`src/rtl/wcms_pkg.sv`:
```
// Shared types and constants for the wildcard multi-pattern scanner.
`default_nettype none

package wcms_pkg;

    localparam int DATA_W = 8;
    localparam int ADDR_W = 48;
    localparam int CNT_W  = 3;

    // Depth of the report queue between the compare stage and the output register.
    localparam int RPT_DEPTH = 4;

    typedef enum logic [2:0] {
        MODE_LOAD     = 3'd0,
        MODE_LENGTH   = 3'd1,
        MODE_SCAN     = 3'd2,
        MODE_BREAK    = 3'd3,
        MODE_NEW_SCAN = 3'd4
    } mode_t;

endpackage

`default_nettype wire

```
`src/rtl/wildcard_multi_pattern_scanner_unit.sv`:
```
// Top level of the wildcard multi-pattern byte scanner.
`default_nettype none

// Takes one item per clock while in_ready is high. A scanned byte shifts into a row of
// MAX_LEN window cells, and in the next cycle every active pattern is compared against
// the window at once; a byte that finds patterns pushes one entry into a 4-entry report
// queue, and the output register drains that queue at one report per cycle unless the
// receiver stalls, lowest pattern index first. A report goes from the compare stage
// through the report queue into the output register. in_ready drops only while the report
// queue, counting the byte in the compare stage, is full; a byte that finds k patterns
// gives k reports. Configuration writes are taken in every cycle.
module wildcard_multi_pattern_scanner_unit #(
    parameter int NUM_PATTERNS = 4,
    parameter int MAX_LEN      = 16
) (
    input  wire logic                        clk,
    input  wire logic                        rst_n,
    input  wire logic                        cfg_valid,
    output logic                             cfg_ready,
    input  wire logic [wcms_pkg::CNT_W-1:0]  cfg_data,
    input  wire logic                        in_valid,
    output logic                             in_ready,
    input  wire logic [2:0]                  mode,
    input  wire logic [1:0]                  pattern_index,
    input  wire logic [3:0]                  byte_position,
    input  wire logic [7:0]                  data_byte,
    input  wire logic                        wildcard_req,
    input  wire logic [4:0]                  pattern_length,
    input  wire logic [47:0]                 byte_address,
    output logic                             out_valid,
    input  wire logic                        out_ready,
    output logic [1:0]                       found_pattern,
    output logic [47:0]                      match_address,
    output logic                             all_found,
    output logic                             last_of_run
);

    localparam int NP     = NUM_PATTERNS;
    localparam int DW     = wcms_pkg::DATA_W;
    localparam int AW     = wcms_pkg::ADDR_W;
    localparam int LW     = $clog2(MAX_LEN + 1);
    localparam int IW     = $clog2(MAX_LEN);
    localparam int PIW    = (NP > 1) ? $clog2(NP) : 1;
    localparam int QCW    = $clog2(wcms_pkg::RPT_DEPTH + 1);
    localparam int LENS_LO = 0;
    localparam int ADDR_LO = NP * LW;
    localparam int MASK_LO = ADDR_LO + AW;
    localparam int CPL_BIT = MASK_LO + NP;
    localparam int EW      = CPL_BIT + 1;

    // Handshake and decode
    logic in_fire, scan_fire, load_fire, len_fire, clear_fire, new_scan_fire;

    assign cfg_ready     = 1'b1;
    assign in_fire       = in_valid && in_ready;
    assign scan_fire     = in_fire && (mode == wcms_pkg::MODE_SCAN);
    assign load_fire     = in_fire && (mode == wcms_pkg::MODE_LOAD);
    assign len_fire      = in_fire && (mode == wcms_pkg::MODE_LENGTH);
    assign new_scan_fire = in_fire && (mode == wcms_pkg::MODE_NEW_SCAN);
    assign clear_fire    = new_scan_fire || (in_fire && (mode == wcms_pkg::MODE_BREAK));

    // Configuration, lengths, fill
    logic [wcms_pkg::CNT_W-1:0] cnt_reg;
    logic [LW-1:0] len_reg [NP];
    logic [LW-1:0] len_in;
    logic [LW-1:0] fill_reg, fill_next;

    always_comb
    begin
        if (pattern_length == 5'd0)
        begin
            len_in = LW'(1);
        end
        else if (32'(pattern_length) > MAX_LEN)
        begin
            len_in = LW'(MAX_LEN);
        end
        else
        begin
            len_in = LW'(pattern_length);
        end
    end

    always_ff @(posedge clk)
    begin
        for (int p = 0; p < NP; p++)
        begin
            if (len_fire && (32'(pattern_index) == p))
            begin
                len_reg[p] <= len_in;
            end
        end
    end

    always_comb
    begin
        fill_next = fill_reg;
        if (clear_fire)
        begin
            fill_next = '0;
        end
        else if (scan_fire && (fill_reg != LW'(MAX_LEN)))
        begin
            fill_next = fill_reg + LW'(1);
        end
    end

    // Window cells
    logic [MAX_LEN-1:0][DW-1:0]         win;
    logic [MAX_LEN-1:0][NP-1:0][DW-1:0] cmp;
    logic [MAX_LEN-1:0][NP-1:0]         hit;
    logic [MAX_LEN-1:0][NP-1:0]         load_en;

    for (genvar i = 0; i < MAX_LEN; i++)
    begin : g_cell
        logic [DW-1:0] cell_in;
        if (i == 0)
        begin : g_head
            assign cell_in = data_byte;
        end
        else
        begin : g_body
            assign cell_in = win[i-1];
        end

        wcms_cell #(
            .NUM_PATTERNS(NP)
        ) u_cell (
            .clk      (clk),
            .shift_en (scan_fire),
            .win_in   (cell_in),
            .win_out  (win[i]),
            .load_en  (load_en[i]),
            .load_byte(data_byte),
            .load_wild(wildcard_req),
            .cmp_byte (cmp[i]),
            .hit      (hit[i])
        );
    end

    always_comb
    begin
        for (int i = 0; i < MAX_LEN; i++)
        begin
            for (int p = 0; p < NP; p++)
            begin
                load_en[i][p] = load_fire && (32'(pattern_index) == p)
                                && (32'(byte_position) == i);
            end
        end
    end

    // Pattern position i lines up with window byte len-1-i
    always_comb
    begin
        logic [LW-1:0] idx_full;
        idx_full = '0;
        for (int i = 0; i < MAX_LEN; i++)
        begin
            for (int p = 0; p < NP; p++)
            begin
                idx_full   = len_reg[p] - LW'(1) - LW'(i);
                cmp[i][p]  = win[idx_full[IW-1:0]];
            end
        end
    end

    // Compare stage: in the cycle after the byte shifted in
    logic          s2_valid_reg;
    logic [AW-1:0] s2_addr_reg;
    logic [NP-1:0] found_reg, found_next;
    logic [NP-1:0] match, amask, new_mask, flags_after;
    logic          already_done, run_complete, push;
    logic [EW-1:0] push_data;

    always_comb
    begin
        logic ok;
        ok = 1'b1;
        for (int p = 0; p < NP; p++)
        begin
            ok = 1'b1;
            for (int i = 0; i < MAX_LEN; i++)
            begin
                if (LW'(i) < len_reg[p])
                begin
                    ok = ok & hit[i][p];
                end
            end
            match[p] = ok && (len_reg[p] != '0) && (len_reg[p] <= fill_reg);
            // A count of zero still searches slot 0
            amask[p] = (p == 0) || (32'(p) < 32'(cnt_reg));
        end
    end

    always_comb
    begin
        already_done = ((found_reg & amask) == amask);
        new_mask     = (s2_valid_reg && !already_done) ? (match & ~found_reg & amask) : '0;
        flags_after  = found_reg | new_mask;
        run_complete = ((flags_after & amask) == amask);
        push         = (new_mask != '0);
        for (int p = 0; p < NP; p++)
        begin
            push_data[LENS_LO + p*LW +: LW] = len_reg[p];
        end
        push_data[ADDR_LO +: AW] = s2_addr_reg;
        push_data[MASK_LO +: NP] = new_mask;
        push_data[CPL_BIT]       = run_complete;
        // New scan accepted in the same cycle wins over the flags set here
        found_next = new_scan_fire ? '0 : flags_after;
    end

    always_ff @(posedge clk)
    begin
        if (scan_fire)
        begin
            s2_addr_reg <= byte_address;
        end
    end

    // Report queue
    logic [EW-1:0]  head_data;
    logic [QCW-1:0] q_count;
    logic           pop;

    wcms_rpt_fifo #(
        .WIDTH(EW),
        .DEPTH(wcms_pkg::RPT_DEPTH)
    ) u_rpt_fifo (
        .clk      (clk),
        .rst_n    (rst_n),
        .push     (push),
        .push_data(push_data),
        .pop      (pop),
        .head_data(head_data),
        .count    (q_count)
    );

    assign in_ready = (32'(q_count) + 32'(s2_valid_reg)) < wcms_pkg::RPT_DEPTH;

    // Output stage: emit the head entry's reports lowest index first
    logic [NP-1:0]  done_reg, done_next;
    logic [NP-1:0]  rem, pick_oh, rem_after;
    logic [PIW-1:0] pick;
    logic [LW-1:0]  pick_len;
    logic           emit, is_last;
    logic           out_valid_reg, out_valid_next;
    logic [1:0]     found_pattern_reg;
    logic [AW-1:0]  match_address_reg;
    logic           all_found_reg, last_of_run_reg;

    always_comb
    begin
        rem  = head_data[MASK_LO +: NP] & ~done_reg;
        pick = '0;
        for (int p = NP - 1; p >= 0; p--)
        begin
            if (rem[p])
            begin
                pick = PIW'(p);
            end
        end
        pick_oh   = NP'(1) << pick;
        rem_after = rem & ~pick_oh;
        is_last   = (rem_after == '0);
        pick_len  = head_data[LENS_LO + pick*LW +: LW];
        emit      = (q_count != '0) && (!out_valid_reg || out_ready);
        pop       = emit && is_last;

        done_next = done_reg;
        if (emit)
        begin
            done_next = is_last ? '0 : (done_reg | pick_oh);
        end

        out_valid_next = out_valid_reg;
        if (emit)
        begin
            out_valid_next = 1'b1;
        end
        else if (out_ready)
        begin
            out_valid_next = 1'b0;
        end
    end

    always_ff @(posedge clk)
    begin
        if (emit)
        begin
            found_pattern_reg <= 2'(pick);
            match_address_reg <= head_data[ADDR_LO +: AW] + AW'(1) - AW'(pick_len);
            all_found_reg     <= is_last && head_data[CPL_BIT];
            last_of_run_reg   <= is_last;
        end
    end

    // Control state
    always_ff @(posedge clk or negedge rst_n)
    begin
        if (!rst_n)
        begin
            cnt_reg       <= wcms_pkg::CNT_W'(1);
            fill_reg      <= '0;
            found_reg     <= '0;
            s2_valid_reg  <= 1'b0;
            done_reg      <= '0;
            out_valid_reg <= 1'b0;
        end
        else
        begin
            if (cfg_valid && cfg_ready)
            begin
                cnt_reg <= cfg_data;
            end
            fill_reg      <= fill_next;
            found_reg     <= found_next;
            s2_valid_reg  <= scan_fire;
            done_reg      <= done_next;
            out_valid_reg <= out_valid_next;
        end
    end

    assign out_valid     = out_valid_reg;
    assign found_pattern = found_pattern_reg;
    assign match_address = match_address_reg;
    assign all_found     = all_found_reg;
    assign last_of_run   = last_of_run_reg;

endmodule

`default_nettype wire

```
`src/rtl/wcms_cell.sv`:
```
// One window cell: a window byte that shifts to the next cell, and the pattern bytes at its position.
`default_nettype none

module wcms_cell #(
    parameter int NUM_PATTERNS = 4
) (
    input  wire logic                                         clk,
    input  wire logic                                         shift_en,
    input  wire logic [wcms_pkg::DATA_W-1:0]                  win_in,
    output logic      [wcms_pkg::DATA_W-1:0]                  win_out,
    input  wire logic [NUM_PATTERNS-1:0]                      load_en,
    input  wire logic [wcms_pkg::DATA_W-1:0]                  load_byte,
    input  wire logic                                         load_wild,
    input  wire logic [NUM_PATTERNS-1:0][wcms_pkg::DATA_W-1:0] cmp_byte,
    output logic      [NUM_PATTERNS-1:0]                      hit
);

    logic [wcms_pkg::DATA_W-1:0] win_reg;
    logic [NUM_PATTERNS-1:0][wcms_pkg::DATA_W-1:0] pat_reg;
    logic [NUM_PATTERNS-1:0] wild_reg;

    always_ff @(posedge clk)
    begin
        if (shift_en)
        begin
            win_reg <= win_in;
        end
        for (int p = 0; p < NUM_PATTERNS; p++)
        begin
            if (load_en[p])
            begin
                pat_reg[p]  <= load_byte;
                wild_reg[p] <= load_wild;
            end
        end
    end

    assign win_out = win_reg;

    always_comb
    begin
        for (int p = 0; p < NUM_PATTERNS; p++)
        begin
            hit[p] = wild_reg[p] || (pat_reg[p] == cmp_byte[p]);
        end
    end

endmodule

`default_nettype wire

```
`src/rtl/wcms_rpt_fifo.sv`:
```
// Report queue: holds one entry per scanned byte that found at least one pattern not yet found in the run.
`default_nettype none

module wcms_rpt_fifo #(
    parameter int WIDTH = 64,
    parameter int DEPTH = 4
) (
    input  wire logic                       clk,
    input  wire logic                       rst_n,
    input  wire logic                       push,
    input  wire logic [WIDTH-1:0]           push_data,
    input  wire logic                       pop,
    output logic      [WIDTH-1:0]           head_data,
    output logic      [$clog2(DEPTH+1)-1:0] count
);

    localparam int PW = $clog2(DEPTH);
    localparam int CW = $clog2(DEPTH + 1);

    logic [WIDTH-1:0] mem_reg [DEPTH];
    logic [PW-1:0] wr_ptr_reg, wr_ptr_next;
    logic [PW-1:0] rd_ptr_reg, rd_ptr_next;
    logic [CW-1:0] count_reg, count_next;

    always_ff @(posedge clk)
    begin
        if (push)
        begin
            mem_reg[wr_ptr_reg] <= push_data;
        end
    end

    always_comb
    begin
        wr_ptr_next = wr_ptr_reg;
        rd_ptr_next = rd_ptr_reg;
        count_next  = count_reg;
        if (push)
        begin
            wr_ptr_next = (wr_ptr_reg == PW'(DEPTH - 1)) ? '0 : wr_ptr_reg + PW'(1);
        end
        if (pop)
        begin
            rd_ptr_next = (rd_ptr_reg == PW'(DEPTH - 1)) ? '0 : rd_ptr_reg + PW'(1);
        end
        if (push && !pop)
        begin
            count_next = count_reg + CW'(1);
        end
        else if (pop && !push)
        begin
            count_next = count_reg - CW'(1);
        end
    end

    always_ff @(posedge clk or negedge rst_n)
    begin
        if (!rst_n)
        begin
            wr_ptr_reg <= '0;
            rd_ptr_reg <= '0;
            count_reg  <= '0;
        end
        else
        begin
            wr_ptr_reg <= wr_ptr_next;
            rd_ptr_reg <= rd_ptr_next;
            count_reg  <= count_next;
        end
    end

    assign head_data = mem_reg[rd_ptr_reg];
    assign count     = count_reg;

endmodule

`default_nettype wire

```
`config.mk`:
```
export PLATFORM = sky130hd
export DESIGN_NAME = wildcard_multi_pattern_scanner_unit
export DESIGN_NICKNAME = d
export VERILOG_FILES = /design/src/rtl/wcms_pkg.sv /design/src/rtl/wildcard_multi_pattern_scanner_unit.sv /design/src/rtl/wcms_cell.sv /design/src/rtl/wcms_rpt_fifo.sv
export SDC_FILE = /design/constraint.sdc
export NUM_CORES = 2
export LEC_CHECK = 0
export BUFFER_PORTS_ARGS = -buffer_cell sky130_fd_sc_hd__clkbuf_2
export CELL_PAD_IN_SITES_DETAIL_PLACEMENT = 1
export CELL_PAD_IN_SITES_GLOBAL_PLACEMENT = 2
export CORE_ASPECT_RATIO = 1.1
export CORE_MARGIN = 2
export CORE_UTILIZATION = 51
export DETAILED_ROUTE_END_ITERATION = 10
export HOLD_SLACK_MARGIN = 0.03
export PLACE_DENSITY_LB_ADDON = 0.2
export SYNTH_ARGS = -nofsm -noshare
export SYNTH_HDL_FRONTEND = slang
export SYNTH_HIERARCHICAL = 1
export SYNTH_SLANG_ARGS = --single-unit
```
`constraint.sdc`:
```
create_clock -name clk -period 34.6 [get_ports clk]
set_input_delay 3.46 -clock clk [delete_from_list [all_inputs] [get_ports clk]]
set_output_delay 3.46 -clock clk [all_outputs]
set_load 0.05 [all_outputs]
```
# Word-level counts from Yosys, hierarchy flattened
# Memory sizes are Yosys's and may differ from the RTL's.
# Cells that the tools add are included.
dict set report word_totals {
  n_memories 2
  input_bits 79
  word_cells 942
  ff_bits 829
  ram_bits 312
}
# name words width read_ports rd_clocked_by_memory_dff wr line
set mem_list {}
lappend mem_list {u_rpt_fifo.mem_reg 4 73 1 0 1 wcms_rpt_fifo.sv:20} ;# logic [WIDTH-1:0] mem_reg [DEPTH];
lappend mem_list {len_reg 4 5 4 0 1 wildcard_multi_pattern_scanner_unit.sv:64} ;# logic [LW-1:0] len_reg [NP];
dict set report classes {
  n_mux 228
  n_lt_le_gt_ge 137
  n_mul 1
  n_addsub 72
  shift 2
  bitwise 71
  reduce_logical 180
  eq_ne 91
}
# op n
set ops {}
lappend ops {{$bmux 8 s4} 64}
lappend ops {{$eq 8x8->1} 64}
lappend ops {{$mux 8} 64}
lappend ops {{$lt 4x5->1 const B} 64}
lappend ops {{$lt 4x5->1 const A} 32}
lappend ops {{$sub 4x4->4 const B} 32}
lappend ops {{$logic_and 1x1->1} 93}
lappend ops {{$lt 3x5->1 const A} 16}
lappend ops {{$mux 1} 79}
lappend ops {{$shiftx 73x6->5} 1}
lappend ops {{$logic_or 1x1->1} 66}
lappend ops {{$sub 4x3->4 const B} 16}
lappend ops {{$and 1x1->1} 60}
lappend ops {{$add 48x1->48 const B} 1}
lappend ops {{$sub 48x5->48} 1}
lappend ops {{$lt 1x5->1 const A} 8}
lappend ops {{$lt 2x5->1 const A} 8}
lappend ops {{$mux 5} 7}
lappend ops {{$eq 4x4->1 const B} 8}
lappend ops {{$sub 4x1->4 const B} 8}
lappend ops {{$sub 4x2->4 const B} 8}
lappend ops {{$and 4x4->4} 6}
lappend ops {{$le 5x5->1} 4}
lappend ops {{$reduce_bool 5->1} 4}
lappend ops {{35 further kinds} 68}

# Depth between registers and ports, before layout
# An unclocked memory read counts as a cell.
dict set report depth {
  ltp_word 47
  ltp_mapped 29
  depth_no_buf 24
}

# Hierarchy
# The synthesis kept the hierarchy.
# mod area_each_um2 seq_area_each_um2 instances cells_per_inst
set modules_own_cells {}
lappend modules_own_cells {wildcard_multi_pattern_scanner_unit 33624.7 4055.1 1 2950}
lappend modules_own_cells {wcms_cell 1681.6 1321.3 16 88}
lappend modules_own_cells {wcms_rpt_fifo 10933.0 8943.6 1 416}

# Worst setup path before layout
# OpenSTA, ideal clock, no wires.
dict set report synth_path {
  kind {input-to-reg}
  startpoint {in in_valid}
  endpoint {reg fill_reg[0]}
  n_path_buf 0
  slack_ps 9233
  arrival_ps 25222
  path_stages 5
  cell_sequence {nand2_1 nor4b_1 o31ai_1 xnor2_1 nor2_1}
}
dict set report synth_between {
  elab_chain_cells 4
  word_cells_on_any_way 8
}
# item line
set synth_lines {}
lappend synth_lines {{start, declared} wildcard_multi_pattern_scanner_unit.sv:21} ;# input wire logic in_valid,
lappend synth_lines {{$logic_and 1x1->1} wildcard_multi_pattern_scanner_unit.sv:55} ;# assign in_fire = in_valid && in_ready;
lappend synth_lines {{$logic_and 1x1->1} wildcard_multi_pattern_scanner_unit.sv:56} ;# assign scan_fire = in_fire && (mode == wcms_pkg::MODE_SCAN);
lappend synth_lines {{via scan_fire} wildcard_multi_pattern_scanner_unit.sv:52} ;# logic in_fire, scan_fire, load_fire, len_fire, clear_fire, new_scan_fire;
lappend synth_lines {{$logic_and 1x1->1} wildcard_multi_pattern_scanner_unit.sv:102} ;# else if (scan_fire && (fill_reg != LW'(MAX_LEN)))
lappend synth_lines {{$reduce_bool 2->1 (no line)} -}
lappend synth_lines {{end signal, assigned} wildcard_multi_pattern_scanner_unit.sv:317} ;# fill_reg <= fill_next;
lappend synth_lines {{end, declared} wildcard_multi_pattern_scanner_unit.sv:66} ;# logic [LW-1:0] fill_reg, fill_next;
# The timed path passes the listed nets, and every way through them passes these cells.
# A chain may end at the register's enable or synchronous reset.

==> results.cfg <==
[detailed_routing]
drc_errors = 0
viasPerCell = 7.27
routedWlPerCell_um = 40.9
wl_met1_um = 94100
ant_nets = 0
routed_wl_um = 280000
wl_met2_um = 127000
wl_met3_um = 36200
firstDrtPassIters = 6
route.vias.total = 49718
dr.max_layer_used = met5
drt-initial-drc-count = 7196

[power]
ir_worst_vdd_mv = 0.0531
p_leak_nw = 29.2
p_per_area_nw_per_um2 = 54.5

[yosys]
synth_area_per_cell_um2 = 15.0
yosysTopAreaCell = edfxtp_1
ys_seq_area_frac = 0.478
synth_flop_cell = edfxtp_1
netlist_top_cells_area = edfxtp_1 (47%), mux4_2 (18%), mux2i_1 (14%)
ys_warn_count = 6
synth_cells = 4774
synthTopCellsByCount = edfxtp_1 (1,116), mux2i_1 (1,027), mux4_2 (585), xor2_1 (401), clkbuf_1 (212)
yosysUniqueCellTypes = 79
synth-edff-count = 1116
yosysMostFrequentCell = edfxtp_1
synth_top_area_frac = 0.469
synthArstFlopShare = 0.0219
ys_ff_latch = 1141
synth_nets = 4970
netlist_area_um2 = 71500

[place]
pre_cts_ws_ns = 25.31
gp_congestion = 1.01
dpl.hpwl_um = 186000
dp_cells = 6556
port_buffers = 132

[timing]
fin_tns_setup_ns = 0
period_share = 0.273
tightestPinTransition_ns = 1.55
fin_hold_ws_ns = 0.482
setup_ws_ns = 25.17
slew_viol_final = 36
rsz0062_at_grt = no
period_needed_ns = 9.43
setup_viol = 0
worst_clock_skew_ns = 0.0331
max_slew_margin = -0.0300
fmax_mhz = 106
hold_violations = 0

[cts]
clk_latency_ns = 0.79
cts.sinks = 1141
cts_resized = 0
cts_buffers = 131
clk_pin_slew_ns = 0.06
cts_root_buf = clkbuf_16
cts_htree_levels = 4
postCtsSetupBuffers = 0
cts_buffer_depth = 3
cts_tree = yes
cts_hold_buf = 0

[floorplanning]
ios = 134
rows = 144
initial_core_util = 0.512
core_area_um2 = 140000
dieArea_um2 = 143000
fp.dieH_um = 397
die_w_um = 361

[run_status]
failed_checks = max-capacitance violations, max-slew violations
status = complete, but fails checks

[critical_path]
cp-end-kind = flip-flop
max_stage_delay_ns = 0.80
reg2regPathDepth = 20
worstReg2RegStart = len_reg[0][0]
crit_chain = buf_4 -> inv_1 -> ha_4 -> buf_4 -> buf_4 -> mux4_2 -> mux2i_1 -> mux2i_1 -> xor2_1 -> nor4_1 -> a41o_1 -> nor2b_1 -> a311oi_1 -> a41oi_1 -> or4_1 -> nor4_1 -> and4_1 -> or4_1 -> and2_4 -> buf_4
crit_start = len_reg[0][0]
crit_required_ns = 34.99
cp_max_fo = 56
rr_endpoint = u_rpt_fifo/mem_reg[2][26]
rrSetupSlack_ns = 25.17
worst-path-buf-inv = 5
cp_slowest_cell = buf_4
cp-endpoint = u_rpt_fifo/mem_reg[2][26]
critical_path_class = flip-flop to flip-flop
start_kind = flip-flop
crit_cells = 20
critical-path-top-delay-family = buffers and inverters
worst_path_most_repeated_cell = buf_4
arrival_ns = 9.82

[final_layout]
fillers = 12880
multi_input_area_um2 = 35600
syn_to_final_growth_pct = 10.5
drive_gt1_frac = 0.239
layoutNonFillerInstCount = 6838
layout.nets = 5060
final-seq-area_um2 = 34100
post-route-util = 0.566
largest_reg_flops = 512

[global_routing]
grt_pass1_vias = 49881
track_usage = 0.390
antenna_found_initial = 31
grt_pass1_wl_um = 386000
grt_max_degree = 140
grt-ovfl-total = 0

[min_path]
hold_class = flip-flop to flip-flop

[job]
cap_viol_max_count = 2
[metrics by stage]
step           power (W)  cell area (um^2)
6_report         0.00430             79000
5_1_grt          0.00446             78900
4_1_cts          0.00432             78900
3_5_place_dp     0.00293             74600
3_3_place_gp     0.00290             74600
2_1_floorplan    0.00257             71500
[power breakdown]
part	total, W	switching (W)	internal, W	leakage, nW
clock	0.00139	0.000605	0.000787	2.05
sequential	0.00168	0.0000652	0.00161	10.4
combinational	0.00124	0.000776	0.000460	16.8
total	0.00430	0.00145	0.00286	29.2
[layer usage]
metal,track usage,vias to the layer above
met2,0.600,3849
li1,-,19160
met5,0.0122,-
met1,0.449,25520
met4,0.261,26
met3,0.157,1163
[worst min path at each step]
stage,start,to,slack [ns],depth (start not counted)
2_1_floorplan,done_reg[1],done_reg[1],0.45,2
3_3_place_gp,found_reg[3],found_reg[3],0.46,1
3_5_place_dp,found_reg[3],found_reg[3],0.47,1
4_1_cts,s2_addr_reg[7],u_rpt_fifo/mem_reg[2][27],0.48,0
5_1_grt,s2_addr_reg[8],u_rpt_fifo/mem_reg[2][28],0.49,0
6_report,found_reg[3],found_reg[3],0.48,1
[layout by cell type, fill, tap and decap left out, types with 111 or more instances in the layout]
cell type,n
nor2_1,185
mux2i_1,1027
ha_1,111
buf_4,199
clkbuf_2,130
edfxtp_1,1116
mux4_2,585
xor2_1,397
clkbuf_16,134
xnor2_1,161
[layout make-up]
class,count,share of cell area
tap,1825,0.0289
timing repair buffer,335,0.0283
inverter,98,0.00467
sequential,1141,0.432
multi-input combinational,3157,0.451
clock inverter,79,0.0103
clock buffer,159,0.0436
antenna,44,0.00139
[kinds of logic (layout without fill, tap and decap cells)]
group,count (synthesis),count (layout),synth area share
multiplexers,1618,1618,0.329
flip-flops,1141,1141,0.478
XOR/XNOR,598,598,0.0765
AND/OR/NAND/NOR,488,488,0.0335
buffers and inverters,476,671,0.0283
AO/OA/AOI/OAI,331,331,0.0336
adder cells (fa/ha/maj),121,121,0.0213
other,1,45,0.0000525
(Power assumes the default switching activity.)
